$ cat src/design/fsp_pkg.sv
// Package for the conversion-spec parser: item types, parser state and character codes.
// No dependencies; fsp_step and format_spec_parser refer to it by scoped names.
package fsp_pkg;

    localparam logic [7:0] CH_STAR    = 8'h2A;
    localparam logic [7:0] CH_DOT     = 8'h2E;
    localparam logic [7:0] CH_MINUS   = 8'h2D;
    localparam logic [7:0] CH_ZERO    = 8'h30;
    localparam logic [7:0] CH_NINE    = 8'h39;
    localparam logic [7:0] CH_LOW_C   = 8'h63;
    localparam logic [7:0] CH_LOW_S   = 8'h73;
    localparam logic [7:0] CH_LOW_P   = 8'h70;
    localparam logic [7:0] CH_LOW_D   = 8'h64;
    localparam logic [7:0] CH_LOW_I   = 8'h69;
    localparam logic [7:0] CH_LOW_U   = 8'h75;
    localparam logic [7:0] CH_LOW_X   = 8'h78;
    localparam logic [7:0] CH_UP_X    = 8'h58;
    localparam logic [7:0] CH_PERCENT = 8'h25;
    localparam logic [7:0] CH_NUL     = 8'h00;

    localparam logic [30:0] MAX31 = 31'h7FFF_FFFF;

    typedef enum logic [3:0] {
        SPEC_C       = 4'd0,
        SPEC_S       = 4'd1,
        SPEC_P       = 4'd2,
        SPEC_DI      = 4'd3,
        SPEC_U       = 4'd4,
        SPEC_LOW_X   = 4'd5,
        SPEC_UP_X    = 4'd6,
        SPEC_NUL     = 4'd7,
        SPEC_PERCENT = 4'd8,
        SPEC_OTHER   = 4'd9
    } spec_code_t;

    typedef enum logic [6:0] {
        PH_IDLE   = 7'b0000001,
        PH_FLAGS  = 7'b0000010,
        PH_WDIG   = 7'b0000100,
        PH_AFTERW = 7'b0001000,
        PH_PSTART = 7'b0010000,
        PH_PDIG   = 7'b0100000,
        PH_AFTERP = 7'b1000000
    } phase_t;

    typedef struct packed {
        logic [7:0]         ch;
        logic signed [31:0] star_value;
    } in_item_t;

    typedef struct packed {
        logic [3:0]         spec_code;
        logic               left_align;
        logic               zero_pad;
        logic               has_width;
        logic [30:0]        width;
        logic               has_precision;
        logic signed [31:0] precision;
        logic               overflow_error;
    } out_item_t;

    typedef struct packed {
        phase_t      phase;
        logic        left_flag;
        logic        zero_flag;
        logic        width_given;
        logic [30:0] width_acc;
        logic        prec_given;
        logic [31:0] prec_acc;
    } parse_state_t;

endpackage

$ cat src/design/fsp_chan_if.sv
// Valid/ready channel carrying one payload struct per transfer.
// Payload types come from fsp_pkg.
interface fsp_chan_if #(
    parameter type payload_t = logic
);
    logic     valid;
    logic     ready;
    payload_t data;

    modport source (output valid, output data, input ready);
    modport sink   (input valid, input data, output ready);
endinterface

$ cat src/design/fsp_step.sv
// One parser step: next state and optional result for one character.
// Depends on fsp_pkg for state, item types and character codes.
module fsp_step (
    input  fsp_pkg::parse_state_t cur,
    input  fsp_pkg::in_item_t     item,
    output fsp_pkg::parse_state_t nxt,
    output logic                  emit,
    output fsp_pkg::out_item_t    res
);
    logic        is_digit;
    logic [3:0]  digit;
    logic [30:0] acc_in;
    logic [34:0] acc_sum;
    logic        acc_ovf;
    logic [31:0] star;
    logic [30:0] star_mag;
    logic        do_spec;
    logic        do_ovf;
    logic [3:0]  code;

    assign star     = item.star_value;
    assign is_digit = (item.ch >= fsp_pkg::CH_ZERO) && (item.ch <= fsp_pkg::CH_NINE);
    assign digit    = 4'(item.ch - fsp_pkg::CH_ZERO);

    // acc*10 + d as two shifted adds; anything above bit 30 is overflow
    assign acc_in  = (cur.phase == fsp_pkg::PH_PDIG) ? cur.prec_acc[30:0] : cur.width_acc;
    assign acc_sum = {1'b0, acc_in, 3'b000} + {3'b000, acc_in, 1'b0} + {31'd0, digit};
    assign acc_ovf = |acc_sum[34:31];

    // most negative star saturates
    assign star_mag = (star == 32'h8000_0000) ? fsp_pkg::MAX31 : 31'(32'd0 - star);

    always_comb
    begin
        unique case (item.ch)
            fsp_pkg::CH_LOW_C:   code = fsp_pkg::SPEC_C;
            fsp_pkg::CH_LOW_S:   code = fsp_pkg::SPEC_S;
            fsp_pkg::CH_LOW_P:   code = fsp_pkg::SPEC_P;
            fsp_pkg::CH_LOW_D,
            fsp_pkg::CH_LOW_I:   code = fsp_pkg::SPEC_DI;
            fsp_pkg::CH_LOW_U:   code = fsp_pkg::SPEC_U;
            fsp_pkg::CH_LOW_X:   code = fsp_pkg::SPEC_LOW_X;
            fsp_pkg::CH_UP_X:    code = fsp_pkg::SPEC_UP_X;
            fsp_pkg::CH_NUL:     code = fsp_pkg::SPEC_NUL;
            fsp_pkg::CH_PERCENT: code = fsp_pkg::SPEC_PERCENT;
            default:             code = fsp_pkg::SPEC_OTHER;
        endcase
    end

    always_comb
    begin
        nxt     = cur;
        do_spec = 1'b0;
        do_ovf  = 1'b0;
        unique case (cur.phase)
            fsp_pkg::PH_FLAGS:
            begin
                priority if (item.ch == fsp_pkg::CH_MINUS)
                begin
                    nxt.left_flag = 1'b1;
                end
                else if (item.ch == fsp_pkg::CH_ZERO)
                begin
                    nxt.zero_flag = 1'b1;
                end
                else if (item.ch == fsp_pkg::CH_STAR)
                begin
                    nxt.width_given = 1'b1;
                    nxt.phase       = fsp_pkg::PH_AFTERW;
                    if (star[31])
                    begin
                        nxt.left_flag = 1'b1;
                        nxt.width_acc = star_mag;
                    end
                    else
                    begin
                        nxt.width_acc = star[30:0];
                    end
                end
                else if (is_digit)
                begin
                    nxt.width_given = 1'b1;
                    nxt.width_acc   = {27'd0, digit};
                    nxt.phase       = fsp_pkg::PH_WDIG;
                end
                else if (item.ch == fsp_pkg::CH_DOT)
                begin
                    nxt.phase = fsp_pkg::PH_PSTART;
                end
                else
                begin
                    do_spec = 1'b1;
                end
            end
            fsp_pkg::PH_WDIG:
            begin
                priority if (is_digit)
                begin
                    if (acc_ovf)
                    begin
                        do_ovf = 1'b1;
                    end
                    else
                    begin
                        nxt.width_acc = acc_sum[30:0];
                    end
                end
                else if (item.ch == fsp_pkg::CH_DOT)
                begin
                    nxt.phase = fsp_pkg::PH_PSTART;
                end
                else
                begin
                    do_spec = 1'b1;
                end
            end
            fsp_pkg::PH_AFTERW:
            begin
                if (item.ch == fsp_pkg::CH_DOT)
                begin
                    nxt.phase = fsp_pkg::PH_PSTART;
                end
                else
                begin
                    do_spec = 1'b1;
                end
            end
            fsp_pkg::PH_PSTART:
            begin
                priority if (item.ch == fsp_pkg::CH_STAR)
                begin
                    nxt.prec_acc   = star;
                    nxt.prec_given = ~star[31];
                    nxt.phase      = fsp_pkg::PH_AFTERP;
                end
                else if (is_digit)
                begin
                    nxt.prec_given = 1'b1;
                    nxt.prec_acc   = {28'd0, digit};
                    nxt.phase      = fsp_pkg::PH_PDIG;
                end
                else
                begin
                    // empty precision reads as zero
                    nxt.prec_given = 1'b1;
                    nxt.prec_acc   = 32'd0;
                    do_spec        = 1'b1;
                end
            end
            fsp_pkg::PH_PDIG:
            begin
                if (is_digit)
                begin
                    if (acc_ovf)
                    begin
                        do_ovf = 1'b1;
                    end
                    else
                    begin
                        nxt.prec_acc = {1'b0, acc_sum[30:0]};
                    end
                end
                else
                begin
                    do_spec = 1'b1;
                end
            end
            fsp_pkg::PH_AFTERP:
            begin
                do_spec = 1'b1;
            end
            default:
            begin
                // introducer: byte itself is not checked
                nxt.left_flag   = 1'b0;
                nxt.zero_flag   = 1'b0;
                nxt.width_given = 1'b0;
                nxt.width_acc   = '0;
                nxt.prec_given  = 1'b0;
                nxt.prec_acc    = '0;
                nxt.phase       = fsp_pkg::PH_FLAGS;
            end
        endcase

        res                = '0;
        res.spec_code      = fsp_pkg::SPEC_OTHER;
        res.overflow_error = do_ovf;
        if (do_spec)
        begin
            res.spec_code     = code;
            res.left_align    = nxt.left_flag;
            res.zero_pad      = nxt.zero_flag;
            res.has_width     = nxt.width_given;
            res.width         = nxt.width_acc;
            res.has_precision = nxt.prec_given;
            res.precision     = nxt.prec_acc;
        end

        if (do_ovf)
        begin
            nxt.left_flag   = 1'b0;
            nxt.zero_flag   = 1'b0;
            nxt.width_given = 1'b0;
            nxt.width_acc   = '0;
            nxt.prec_given  = 1'b0;
            nxt.prec_acc    = '0;
        end
        if (do_spec || do_ovf)
        begin
            nxt.phase = fsp_pkg::PH_IDLE;
        end
        emit = do_spec | do_ovf;
    end
endmodule

$ cat src/design/format_spec_parser.sv
// Top level of the printf conversion-spec parser: input register, parser state, result register.
// Depends on fsp_pkg, fsp_chan_if and fsp_step.
//
//   channel  role    payload                      transfer when
//   chars    sink    ch, star_value               chars.valid && chars.ready
//   specs    source  spec_code .. overflow_error  specs.valid && specs.ready
//
// One character per cycle. A character is registered, then stepped through the
// parser; its result, if any, is registered in the result register and put on specs.
// The digit accumulate (times ten plus digit, with overflow test) sets the cycle.
// Reset returns the parser to awaiting an introducer and empties both registers.
// While a result waits on specs, a character that ends a spec holds in the input
// register and stops chars; characters that end nothing keep flowing.
module format_spec_parser (
    input  logic        clk,
    input  logic        rst_n,
    fsp_chan_if.sink    chars,
    fsp_chan_if.source  specs
);
    fsp_pkg::in_item_t     in_reg;
    logic                  in_valid_reg;
    fsp_pkg::parse_state_t state_reg;
    fsp_pkg::parse_state_t state_next;
    fsp_pkg::out_item_t    out_reg;
    fsp_pkg::out_item_t    out_next;
    logic                  out_valid_reg;
    logic                  emit;
    logic                  advance;

    fsp_step u_step (
        .cur  (state_reg),
        .item (in_reg),
        .nxt  (state_next),
        .emit (emit),
        .res  (out_next)
    );

    assign advance     = in_valid_reg & (~emit | ~out_valid_reg | specs.ready);
    assign chars.ready = ~in_valid_reg | advance;
    assign specs.valid = out_valid_reg;
    assign specs.data  = out_reg;

    always_ff @(posedge clk or negedge rst_n)
    begin
        if (!rst_n)
        begin
            in_valid_reg          <= 1'b0;
            out_valid_reg         <= 1'b0;
            state_reg.phase       <= fsp_pkg::PH_IDLE;
            state_reg.left_flag   <= 1'b0;
            state_reg.zero_flag   <= 1'b0;
            state_reg.width_given <= 1'b0;
            state_reg.width_acc   <= '0;
            state_reg.prec_given  <= 1'b0;
            state_reg.prec_acc    <= '0;
        end
        else
        begin
            if (chars.ready)
            begin
                in_valid_reg <= chars.valid;
            end
            if (advance)
            begin
                state_reg <= state_next;
            end
            if (advance && emit)
            begin
                out_valid_reg <= 1'b1;
            end
            else if (specs.ready)
            begin
                out_valid_reg <= 1'b0;
            end
        end
    end

    always_ff @(posedge clk)
    begin
        if (chars.valid && chars.ready)
        begin
            in_reg <= chars.data;
        end
        if (advance && emit)
        begin
            out_reg <= out_next;
        end
    end
endmodule

$ cat src/flat_wrapper.sv
// flat-port wrapper written by rule: the top's interface ports become plain ports
module format_spec_parser_flat 
  (clk, rst_n, chars_valid, chars_data, chars_ready, specs_valid, specs_data, specs_ready);
  fsp_chan_if #(.payload_t(fsp_pkg::in_item_t)) chars_i ();
  fsp_chan_if #(.payload_t(fsp_pkg::out_item_t)) specs_i ();
  input  logic clk;
  input  logic rst_n;
  input wire logic [$bits(chars_i.valid)-1:0] chars_valid;
  input wire logic [$bits(chars_i.data)-1:0] chars_data;
  output wire logic [$bits(chars_i.ready)-1:0] chars_ready;
  output wire logic [$bits(specs_i.valid)-1:0] specs_valid;
  output wire logic [$bits(specs_i.data)-1:0] specs_data;
  input wire logic [$bits(specs_i.ready)-1:0] specs_ready;
  assign chars_i.valid = chars_valid;
  assign chars_i.data = chars_data;
  assign chars_ready = chars_i.ready;
  assign specs_valid = specs_i.valid;
  assign specs_data = specs_i.data;
  assign specs_i.ready = specs_ready;
  format_spec_parser u_core (.clk(clk), .rst_n(rst_n), .chars(chars_i), .specs(specs_i));
endmodule
$ cat config.mk
export PLATFORM = sky130hd
export DESIGN_NAME = format_spec_parser_flat
export DESIGN_NICKNAME = d
export VERILOG_FILES = /design/src/design/fsp_pkg.sv /design/src/design/fsp_chan_if.sv /design/src/design/fsp_step.sv /design/src/design/format_spec_parser.sv /design/src/flat_wrapper.sv
export SDC_FILE = /design/constraint.sdc
export NUM_CORES = 1
export LEC_CHECK = 0
export ABC_AREA = 1
export BUFFER_PORTS_ARGS = -buffer_cell sky130_fd_sc_hd__buf_4
export CAP_MARGIN = 20
export CORE_UTILIZATION = 35
export CTS_CLUSTER_DIAMETER = 200
export CTS_CLUSTER_SIZE = 25
export DETAILED_ROUTE_END_ITERATION = 10
export PLACE_DENSITY = 0.51
export SLEW_MARGIN = 20
export SYNTH_ARGS = -nofsm -noshare
export SYNTH_HDL_FRONTEND = slang
export SYNTH_SLANG_ARGS = --single-unit
$ cat constraint.sdc
create_clock -name clk -period 6.6 [get_ports clk]
set_input_delay 0.66 -clock clk [delete_from_list [all_inputs] [get_ports clk]]
set_output_delay 0.66 -clock clk [all_outputs]
set_load 0.01 [all_outputs]
After elaboration in Yosys (flattened, before gate mapping)
Index checks and enable logic that the tools add are counted.
{"block": "word_totals", "reg_bits": 188, "in_bits": 44, "out_inout_bits": 74, "word_cells": 120}
{"block": "op_classes", "addsub": 4, "order_cmp": 2, "eq_ne": 25, "mux": 46, "bitwise_logic": 9, "n_reduce_logical": 15}
{"operator": "$mux 32", "count": 5}
{"operator": "$mux 31", "count": 5}
{"operator": "$pmux 32 s3", "count": 1}
{"operator": "$pmux 31 s3", "count": 1}
{"operator": "$mux 67", "count": 1}
{"operator": "$mux 33", "count": 2}
{"operator": "$eq 8x7->1 const B", "count": 8}
{"operator": "$mux 7", "count": 8}
{"operator": "$eq 8x6->1 const B", "count": 5}
{"operator": "$pmux 4 s9", "count": 1}
{"operator": "$add 34x32->35", "count": 1}
{"operator": "$add 35x4->35", "count": 1}
{"operator": "$pmux 7 s5", "count": 1}
{"operator": "$eq 32x32->1 const B", "count": 1}
{"operator": "$sub 1x31->31 const A", "count": 1}
{"operator": "$mux 1", "count": 16}
{"operator": "$reduce_or 4->1", "count": 3}
{"operator": "$reduce_or 5->1", "count": 2}
{"operator": "$ne 3x3->1 const B", "count": 3}
{"operator": "$ge 8x6->1 const B", "count": 1}
{"operator": "$le 8x6->1 const B", "count": 1}
{"operator": "$logic_not 8->1", "count": 1}
{"operator": "$mux 8", "count": 1}
{"operator": "$eq 7x2->1 const B", "count": 1}
{"operator": "other kinds (20)", "count": 30}

Longest topological paths before layout
Gate-level depths: netlist (run 1).
{"block": "depth", "ltp_word": 15, "ltp_mapped": 32, "depth_no_buf": 28}

Modules after synthesis
Synthesis (run 1) repeated with hierarchy kept, for this count alone.
{"block": "hier_totals", "hier_cells": 1903, "hier_area_um2": 13721.9}
{"module": "fsp_step", "n_inst": 1, "cells_each": 1457, "area_per_inst_um2": 7340.8, "seq_area_each_um2": 0.0}
{"module": "format_spec_parser", "n_inst": 1, "cells_each": 446, "area_per_inst_um2": 6381.1, "seq_area_each_um2": 5266.3}

Worst setup path before layout (run 1)
Ideal clock, no wire load.
{"block": "synth_timing", "path_kind": "reg2reg", "startpoint": "register u_core.state_reg[70] in the netlist's numbering", "endpoint": "register u_core.out_reg (netlist bit u_core.specs.data[0]), enable pin", "setup_time_ns": 0.426, "arrival_time_ns": 5.202, "t_required_ns": 6.174, "setup_slack_ns": 0.972, "path_stages_with_launch": 24, "n_path_buf": 2, "synth_period_minus_slack_ns": 5.628, "path_cell_list": "dfrtp_1 nor2_2 nand2_1 nor2_4 clkbuf_1 clkbuf_1 nand2_1 o21ai_0 inv_1 fa_1 fa_1 o21bai_1 nand2_1 nand2_1 nand2_1 nand2_1 nand2_1 nand2_1 nor2_2 nand2_2 nand2_2 nand2_4 nand3_1 inv_1"}
{"block": "synth_via", "elab_chain_len": 14, "elab_cells_between_ends": 21, "classes_between": "2 x add/sub; 6 x eq/ne; 5 x mux; 5 x bitwise; 3 x reduce/logical"}
{"item": "from (decl)", "line_no": "format_spec_parser.sv:22", "rtl": "fsp_pkg::parse_state_t state_reg;"}
{"item": "from (signal assigned)", "line_no": "format_spec_parser.sv:65", "rtl": "state_reg <= state_next;"}
{"item": "$eq 7x6->1", "line_no": "fsp_step.sv:26, fsp_step.sv:55"}
{"item": "$mux 31", "line_no": "fsp_step.sv:26", "rtl": "assign acc_in = (cur.phase == fsp_pkg::PH_PDIG) ? cur.prec_acc[30:0] : cur.width_acc;"}
{"item": "$add 34x32->35", "line_no": "fsp_step.sv:27", "rtl": "assign acc_sum = {1'b0, acc_in, 3'b000} + {3'b000, acc_in, 1'b0} + {31'd0, digit};"}
{"item": "$add 35x4->35", "line_no": "fsp_step.sv:27"}
{"item": "$reduce_or 4->1", "line_no": "fsp_step.sv:28", "rtl": "assign acc_ovf = |acc_sum[34:31];"}
{"item": "$mux 1", "line_no": "fsp_step.sv:99, fsp_step.sv:154"}
{"item": "$mux 1", "line_no": "fsp_step.sv:97", "rtl": "priority if (is_digit)"}
{"item": "$mux 1"}
{"item": "$or 1x1->1 *", "line_no": "fsp_step.sv:212", "rtl": "emit = do_spec | do_ovf;"}
{"item": "$not 1->1", "line_no": "format_spec_parser.sv:38", "rtl": "assign advance = in_valid_reg & (~emit | ~out_valid_reg | specs.ready);"}
{"item": "$or 1x1->1 (2 in series)", "line_no": "format_spec_parser.sv:38"}
{"item": "$and 1x1->1", "line_no": "format_spec_parser.sv:38"}
{"item": "$logic_and 1x1->1 *", "line_no": "format_spec_parser.sv:84", "rtl": "if (advance && emit)"}
{"item": "to (signal assigned)", "line_no": "format_spec_parser.sv:86", "rtl": "out_reg <= out_next;"}
{"item": "to (decl)", "line_no": "format_spec_parser.sv:24", "rtl": "fsp_pkg::out_item_t out_reg;"}
Every way passes the cells marked *; elsewhere a longest branch is shown, timed or not.
A chain may end at the register's enable or synchronous reset.

Final worst setup path (run 1)
{"block": "layout_timing", "startpoint": "register u_core.state_reg[68] in the netlist's numbering", "endpoint": "output chars_ready"}
{"block": "layout_via", "elab_chain_len": 14, "elab_cells_between_ends": 21, "classes_between": "2 x add/sub; 6 x eq/ne; 5 x mux; 6 x bitwise; 2 x reduce/logical"}
{"item": "$eq 7x6->1", "line_no": "fsp_step.sv:26, fsp_step.sv:55"}
{"item": "$mux 31", "line_no": "fsp_step.sv:26"}
{"item": "$add 34x32->35", "line_no": "fsp_step.sv:27"}
{"item": "$add 35x4->35", "line_no": "fsp_step.sv:27"}
{"item": "$reduce_or 4->1", "line_no": "fsp_step.sv:28"}
{"item": "$mux 1", "line_no": "fsp_step.sv:99, fsp_step.sv:154"}
{"item": "$mux 1", "line_no": "fsp_step.sv:97"}
{"item": "$mux 1"}
{"item": "$or 1x1->1 *", "line_no": "fsp_step.sv:212"}
{"item": "$not 1->1 *", "line_no": "format_spec_parser.sv:38"}
{"item": "$or 1x1->1 * (2 in series)", "line_no": "format_spec_parser.sv:38"}
{"item": "$and 1x1->1 *", "line_no": "format_spec_parser.sv:38"}
{"item": "$or 1x1->1 *", "line_no": "format_spec_parser.sv:39", "rtl": "assign chars.ready = ~in_valid_reg | advance;"}
{"item": "to (decl)", "line_no": "flat_wrapper.sv:10", "rtl": "output wire logic [$bits(chars_i.ready)-1:0] chars_ready;"}
Marks and branches as above.

==> impl_metrics.ini, run 1 <==
[routing]
vias = 12100
drtIter0Drc = 999
routed_wl_microns = 42800
vias_per_cell = 5.13
drt_pass1_iterations = 5
drc_errors = 0
ant_nets = 0
wl_per_cell_microns = 18.1

[clocking]
cts.sinks = 188
h-tree-depth = 4
clkTransAtPathRegs_ns = 0.08
cts_resized = 0
cts_setup_buffers = 0
numCtsBuffers = 17
cts-root-buf = clkbuf_16
ctsHoldBuffers = 0
clk_latency_ns = 0.47
cts_buffer_depth = 2
cts_tree = done

[placed_design]
dpl.hpwl_microns = 30700
gp_congestion = 0.896
numPortBuffers = 117
dp_worst_setup_slack_ns = 1.49

[power]
ir_drop_uv = 191
power_density_nw_per_um2 = 226
leakage_nw = 7.56

[sta]
finalHoldViolations = 0
final-max-slew-violation-count = 0
fmax_mhz = 189
worst_slew_pin_slew_ns = 0.935
setup_violations = 0
finalSetupTns_ns = 0
slew_headroom_pct = 37.7
period_needed_ns = 5.29
worst_slack_ns = 1.31
period_share_pct = 80.2
grt_setup_unrepaired = false
clock-skew-final_ns = 0.0181

[worst_setup_path]
r2r_setup_slack_ns = 1.47
critPathMaxStageDelay_ns = 0.45
regToRegStartpoint = u_core.state_reg[68]$_DFFE_PN0P_
critPathRequiredTime_ns = 5.94
crit_path_frequent_cell = nand2_1
crit_end = chars_ready
crit_fanout = 51
cp_slowest_cell = buf_4
r2r_cells = 21
crit_family = simple AND/OR/NAND/NOR gates
timing.rr.end = u_core.specs.data[48]$_SDFFCE_PN0P_
critical_path_buf_inv_count = 3
worstPathCellList = nor2_2, nand2_1, nor2_4, buf_4, o21ai_0, ha_1, ha_1, nand2_1, inv_1, a21oi_1, nand2_1, a21oi_1, nand2_1, nand2_1, nand2_1, nor2_2, nand2_2, nand2_2, nand2_4, nand3_1, buf_4
cp_data_arrival_time_ns = 4.63
crit_start = u_core.state_reg[68]$_DFFE_PN0P_
cp.depth = 21
startpoint_type = flop
path_class = reg -> out
worst_setup_path_end_kind = output pin

[floorplan]
die_area_sq_um = 37900
die_x_microns = 195
die_h_microns = 195
core_area_sq_um = 36500
io_pins = 118
initial_utilization_pct = 35.5
num_rows = 70

[yosys]
synthArstFlopShare_pct = 40.4
synth_area_sq_um = 13000
syn_nets = 1900
ys_ff_latch = 188
synthFlopType = edfxtp_1
synth-seq-area-share_pct = 40.6
yosysWarnings = 0
syn_avg_cell_area_sq_um = 7.25
yosys.cell_types.count = 50
synthCells = 1792
synth-edff-count = 112

[grt]
antenna_found_initial = 0
grt_pass1_vias = 11900
grt_max_degree = 68
grt_overflow = 0
grt_pass1_wl_microns = 67600
grt_usage_pct = 23.2

[layout]
layout_commonest_cell = nand2_1
drive_gt1_share_pct = 10.8
antenna_cells = 0
largest_register_ffs = 74
final_cell_mix = 652 x nand2_1, 225 x inv_1, 137 x buf_4
syn2layout_area_growth_pct = 14.8
nNetsFinal = 1994

[outcome]
status = finished, final reports clean

[job]
drv_cap = 0

[min_path]
hold_path_class = in -> async
[synthesized netlist by cell type (15+ instances only)]
cell / count / area (sq um)
a21oi_1: 109 / 546
a22oi_1: 38 / 285
buf_2: 20 / 100
clkbuf_1: 27 / 101
dfrtp_1: 75 / 1880
edfxtp_1: 112 / 3360
ha_1: 62 / 776
inv_1: 227 / 852
nand2_1: 652 / 2450
nand3_1: 111 / 556
nand4_1: 15 / 93.8
nor2_1: 114 / 428
nor3_1: 17 / 85.1
o21ai_0: 71 / 355
xnor2_1: 19 / 166
xor2_1: 19 / 166
[cells by family after synthesis]
logic type               Yosys count  synth area share [%]
flip-flops                       188                  40.6
adder cells (fa/ha/maj)           64                  6.28
AO/OA/AOI/OAI                    261                  11.5
AND/OR/NAND/NOR                  946                  30.0
buffers and inverters            295                  9.13
XOR/XNOR                          38                  2.56
[metal layers]
metal,GRT usage [%],up-vias,wire length (microns),share of wire (%)
met5,0,-,0,0
met4,8.20,0,1150,2.7
met3,3.78,67,1860,4.4
met2,37.7,341,19700,46
met1,31.2,5710,20100,47
li1,-,6018,-,-
[power by group]
group          switching [mW]  internal, mW  leakage [nW]  total, mW
clock                   0.510         0.605         0.288       1.11
sequential             0.0636          1.39          2.12       1.45
combinational           0.594         0.215          5.15      0.809
[worst reg2reg max path, cell delays in order (launching register included)]
cell and delay, ns:
dfrtp_1 0.42, nor2_2 0.16, nand2_1 0.13, nor2_4 0.12, buf_4 0.45, o21ai_0 0.37
ha_1 0.37, ha_1 0.37, nand2_1 0.15, inv_1 0.05, a21oi_1 0.24, nand2_1 0.12
a21oi_1 0.28, nand3_1 0.12, nand2_1 0.10, nor2_2 0.06, nand2_2 0.07, nand2_2 0.09
nand2_4 0.12, nand3_1 0.32, inv_2 0.15, buf_4 0.49
[per-stage QoR]
stage	power [mW]	hold slack, ns	utilization [%]	std cells	instance area, sq um
after CTS	3.41	0.200	40.8	2367	14900
after detailed placement	2.29	0.465	39.2	2335	14300
after global placement	2.29	0.463	39.2	2335	14300
after global routing	3.52	0.225	40.8	2367	14900
after floorplan	1.92	0.364	-	1792	13000
final	3.38	0.198	40.8	2367	14900
[final cells by class]
type | count | area (sq um)
repair buffers | 137 | 1030
flip-flops and latches | 188 | 5270
clock inverters | 14 | 180
inverters | 233 | 875
well taps | 468 | 586
fillers | 3809 | 21600
multi-input cells | 1309 | 6550
clock buffers | 18 | 429
[worst min-delay path by stage]
stage                     slack [ns]                          endpoint  cells after the start
after global placement          0.46  u_core.state_reg[58]$_DFFE_PN0N_                      2
after detailed placement        0.46  u_core.state_reg[41]$_DFFE_PN0N_                      2
final                           0.20  u_core.state_reg[23]$_DFFE_PN0N_                      1
after floorplan                 0.36   u_core.in_valid_reg$_DFFE_PN0P_                      0
after global routing            0.22  u_core.state_reg[62]$_DFFE_PN0N_                      1
after CTS                       0.20  u_core.state_reg[26]$_DFFE_PN0N_                      1
Power figures use the tool's default switching activity.
==> run 2: changes to the inputs <==
PLACE_DENSITY = 0.53   (was 0.51)
clock period = 4.68 ns   (was 6.6 ns; I/O delays follow)
==> impl_metrics.ini, run 2 (synthesized netlist as in run 1, its figures left out) <==
[outcome]
status = finished, final reports clean

[clocking]
clk_latency_ns = 0.46
cts_buffer_depth = 2
cts-root-buf = clkbuf_16
cts_tree = done
clkTransAtPathRegs_ns = 0.08
h-tree-depth = 4
numCtsBuffers = 17
cts.sinks = 188

[worst_setup_path]
timing.rr.end = u_core.specs.data[16]$_SDFFCE_PN0P_
r2r_setup_slack_ns = 0.45
cp_data_arrival_time_ns = 3.98
crit_fanout = 21
cp_slowest_cell = dfrtp_2
r2r_cells = 27
critPathMaxStageDelay_ns = 0.44
regToRegStartpoint = u_core.state_reg[69]$_DFFE_PN0P_
critical_path_buf_inv_count = 4
critPathRequiredTime_ns = 4.21
worst_setup_path_end_kind = output pin
path_class = reg -> out
startpoint_type = flop
crit_family = simple AND/OR/NAND/NOR gates

[floorplan]
io_pins = 118
die_x_microns = 195
initial_utilization_pct = 35.5
core_area_sq_um = 36500
die_area_sq_um = 37900
num_rows = 70
die_h_microns = 195

[grt]
grt_usage_pct = 23.0
busiest_layer = met2
grt_pass1_wl_microns = 67000
antenna_found_initial = 0
grt_pass1_vias = 12000
grt.met2_usage_pct = 38.8
grt_overflow = 0
use_met1_pct = 30.7
grt_use_met3_pct = 3.24
grt_max_degree = 66

[power]
power_density_nw_per_um2 = 305
power_mw = 4.76
ir_drop_uv = 277
leakage_nw = 7.84

[min_path]
hold_path_class = in -> reg
min_from = chars_data[35]
holdPathStages = 1
whs_endpoint = u_core.in_reg[35]$_DFFE_PP_

[sta]
clock-skew-final_ns = 0.0179
finalHoldViolations = 0
setup_violations = 0
worst_slew_pin_slew_ns = 1.03
final-max-slew-violation-count = 0
slew_headroom_pct = 31.1
fin_hold_ws_ns = 0.176
period_needed_ns = 4.45
fmax_mhz = 225
period_share_pct = 95.1

[routing]
drtIter0Drc = 993
wl_per_cell_microns = 18.1
vias_per_cell = 5.11
routed_wl_microns = 43400
vias = 12300
drt_pass1_iterations = 6
drc_errors = 0
ant_nets = 0

[layout]
syn2layout_area_growth_pct = 20.1
layout_commonest_cell = nand2_1
nFillCells = 3686
largest_register_ffs = 74
drive_gt1_share_pct = 15.4
antenna_cells = 0
final_cell_count_no_fill = 2400
nNetsFinal = 2027
final_cell_mix = 636 x nand2_1, 224 x inv_1, 154 x buf_4
multiInputGateArea_sq_um = 6810
regArea_sq_um = 5270

[placed_design]
gp_congestion = 0.977
placed_cells = 2350
numPortBuffers = 117
dpl.hpwl_microns = 31400

[job]
drv_cap = 0
## run 2: cell count changes in the layout (fill, tap and decap cells not counted), moves of 12 or more
cell	delta
nand2_1	-16
o21ai_1	+14
buf_4	+17
nand2_2	+13
o21ai_0	-25
buf_12	+12
## run 2: worst max path at each step
stage	startpoint	to	slack (ns)	cells past startpoint
final	u_core.state_reg[69]$_DFFE_PN0P_	chars_ready	0.23	25
after global placement	u_core.state_reg[68]$_DFFE_PN0P_	u_core.in_reg[14]$_DFFE_PP_	0.09	26
after detailed placement	u_core.state_reg[68]$_DFFE_PN0P_	u_core.in_reg[14]$_DFFE_PP_	0.02	26
after CTS	u_core.state_reg[68]$_DFFE_PN0P_	chars_ready	0.003	25
after floorplan	u_core.state_reg[70]$_DFFE_PN0P_	u_core.specs.data[0]$_DFFE_PP_	-0.16	27
after global routing	u_core.state_reg[69]$_DFFE_PN0P_	chars_ready	-0.03	25
## run 2: what timing repair did
item                                   in CTS  in global routing
resized for setup                          13                 81
cloned                                      0                  1
hold buffers                                1                  0
pin swaps                                   1                 13
buffers inserted                            5                 11
setup endpoints to repair                  23                 77
endpoints found under the hold margin       2                  0
## run 2: area by class of cell
type	instances	area share, %
well taps	468	3.76
flip-flops and latches	188	33.8
multi-input cells	1309	43.7
clock buffers	19	2.84
clock inverters	13	0.851
inverters	233	5.66
repair buffers	170	9.43
## run 2: per-stage QoR
| step | worst slack, ns | setup TNS (ns) | util, % | instance area, sq um |
|---|---|---|---|---|
| floorplan | -0.156 | -11.25 | - | 13000 |
| global placement | 0.0928 | 0 | 40.0 | 14600 |
| finish | 0.229 | 0 | 42.7 | 15600 |
| global route | -0.0274 | -0.0274 | 42.7 | 15600 |
| CTS | 0.00259 | 0 | 41.7 | 15200 |
| detailed placement | 0.0198 | 0 | 40.0 | 14600 |
## run 2: metal layers
| metal | routed length (microns) | vias to the layer above | share of wire, % |
|---|---|---|---|
| met3 | 1970 | 39 | 4.5 |
| met4 | 828 | 0 | 1.9 |
| li1 | - | 6077 | - |
| met5 | 0 | - | 0 |
| met2 | 20600 | 339 | 48 |
| met1 | 19900 | 5797 | 46 |
## run 2: where the power goes
group | leakage [nW] | internal [mW] | switching [mW]
Clock | 0.270 | 0.762 | 0.713
Combinational | 5.45 | 0.380 | 0.858
Sequential | 2.12 | 1.96 | 0.0917
==> run 3: changes to the inputs <==
CORE_ASPECT_RATIO = 0.75   (was unset)
PLACE_DENSITY = 0.54   (was 0.53)
clock period = 5.65 ns   (was 4.68 ns; I/O delays follow)
==> impl_metrics.ini, run 3 (synthesized netlist as in run 1, its figures left out) <==
[outcome]
status = finished, final reports clean

[layout]
largest_register_ffs = 74
drive_gt1_share_pct = 10.8
syn2layout_area_growth_pct = 15.1
final_cell_mix = 652 x nand2_1, 225 x inv_1, 134 x buf_4
stdcell_area_sq_um = 14900
final_cell_count_no_fill = 2398
antenna_cells = 0
layout_commonest_cell = nand2_1
nNetsFinal = 1997
nFillCells = 3781

[power]
seq_power_share_pct = 44.9
leakage_nw = 7.56
power.internal_mw = 2.46
p_clk_share_pct = 30.1
ir_drop_uv = 291
power_density_nw_per_um2 = 253
power_mw = 3.79
combPwrFrac_pct = 25.0
p_sw_mw = 1.33
netSwitchingFraction_pct = 35.2

[grt]
grt_pass1_wl_microns = 66300
antenna_found_initial = 0
grt_pass1_vias = 11500
grt_overflow = 0
grt_max_degree = 73
grt_usage_pct = 22.9

[sta]
grt_setup_unrepaired = false
finalHoldViolations = 0
slew_headroom_pct = 40.1
fmax_mhz = 194
clock-skew-final_ns = 0.0177
period_share_pct = 91.4
finalSetupTns_ns = 0
setup_violations = 0
worst_slew_pin_slew_ns = 0.897
final-max-slew-violation-count = 0
period_needed_ns = 5.17
fin_hold_ws_ns = 0.0376

[floorplan]
core_area_sq_um = 36200
num_rows = 60
io_pins = 118
initial_utilization_pct = 35.9
die_x_microns = 224
die_area_sq_um = 37900
die_h_microns = 169

[worst_setup_path]
worst_setup_path_end_kind = output pin
cp_data_arrival_time_ns = 4.60
startpoint_type = flop
timing.rr.end = u_core.specs.data[51]$_SDFFCE_PN0P_
r2r_cells = 22
crit_end = chars_ready
critPathRequiredTime_ns = 5.09
crit_start = u_core.state_reg[70]$_DFFE_PN0P_
regToRegStartpoint = u_core.state_reg[70]$_DFFE_PN0P_
path_class = reg -> out
r2r_setup_slack_ns = 0.86
crit_fanout = 15

[routing]
ant_nets = 0
vias = 12100
drtIter0Drc = 1041
wl_per_cell_microns = 17.7
routed_wl_microns = 42400
vias_per_cell = 5.06
drt_pass1_iterations = 5
drc_errors = 0

[clocking]
clkTransAtPathRegs_ns = 0.07
cts_tree = done
numCtsBuffers = 17
cts_buffer_depth = 2
clk_latency_ns = 0.46
cts.sinks = 188
cts_setup_buffers = 0
h-tree-depth = 4
cts-root-buf = clkbuf_16

[placed_design]
place_area_sq_um = 14400
dpl.hpwl_microns = 30900
placed_cells = 2366
gp_congestion = 0.925
numPortBuffers = 117

[min_path]
hold_path_class = in -> async

[job]
drv_cap = 0
-- run 3: power groups by stage --
stage / sequential, mW / clock [mW] / combinational, mW
2_1_floorplan: 1.76 / 0 / 0.487
3_3_place_gp: 1.73 / 0 / 0.943
3_5_place_dp: 1.73 / 0 / 0.946
4_1_cts: 1.70 / 1.17 / 0.948
5_1_grt: 1.71 / 1.22 / 1.02
6_report: 1.70 / 1.14 / 0.949
-- run 3: per-stage QoR --
| stage | util, % | setup slack [ns] |
|---|---|---|
| 2_1_floorplan | - | 0.0220 |
| 3_3_place_gp | 39.8 | 0.843 |
| 3_5_place_dp | 39.8 | 0.776 |
| 4_1_cts | 41.3 | 0.399 |
| 5_1_grt | 41.3 | 0.0824 |
| 6_report | 41.3 | 0.485 |
-- run 3: what timing repair did --
item | 4_1_cts | 5_1_grt
hold buffers | 0 | 0
setup endpoints to repair | 0 | 1
gates resized for setup | 0 | 1
-- run 3: how the worst min path moves through the flow --
| stage | start | to | slack [ns] | cells after the start |
|---|---|---|---|---|
| 3_5_place_dp | u_core.state_reg[66]$_DFFE_PN0N_ | u_core.state_reg[66]$_DFFE_PN0N_ | 0.47 | 2 |
| 4_1_cts | rst_n | u_core.state_reg[56]$_DFFE_PN0N_ | 0.05 | 1 |
| 2_1_floorplan | rst_n | u_core.in_valid_reg$_DFFE_PN0P_ | 0.27 | 0 |
| 5_1_grt | rst_n | u_core.state_reg[62]$_DFFE_PN0N_ | 0.07 | 1 |
| 3_3_place_gp | u_core.state_reg[58]$_DFFE_PN0N_ | u_core.state_reg[58]$_DFFE_PN0N_ | 0.46 | 2 |
| 6_report | rst_n | u_core.state_reg[60]$_DFFE_PN0N_ | 0.04 | 1 |
-- run 3: layer usage --
| layer | vias to the layer above | track usage [%] | part of all wire [%] |
|---|---|---|---|
| met5 | - | 0 | 0 |
| met4 | 0 | 4.91 | 1.2 |
| met3 | 40 | 3.63 | 6.1 |
| met2 | 412 | 32.9 | 42 |
| met1 | 5664 | 35.6 | 51 |
| li1 | 6020 | - | - |
-- run 3: final cells by class --
class | instances | area [sq um] | share of cell area, %
Multi-Input combinational cell | 1309 | 6540 | 43.8
Tap cell | 496 | 621 | 4.15
Timing Repair Buffer | 140 | 1120 | 7.48
Inverter | 233 | 875 | 5.85
Clock inverter | 12 | 88.8 | 0.594
Sequential cell | 188 | 5270 | 35.2
Clock buffer | 20 | 437 | 2.92
-- run 3: worst max-delay path, stage by stage (launching register included) --
cell and delay (ns):
dfrtp_1 0.44, nor2_2 0.14, nand2_1 0.12, nor2_4 0.36
nand2_1 0.08, o21ai_0 0.19, inv_1 0.11, fa_1 0.52
fa_1 0.51, o21bai_1 0.30, nand2_1 0.09, nand2_1 0.17
nand2_1 0.07, nand2_1 0.16, nand2_1 0.08, nand2_1 0.08
nor2_2 0.05, nand2_2 0.10, nand2_2 0.12, nand2_4 0.12
nand3_1 0.14, buf_4 0.18
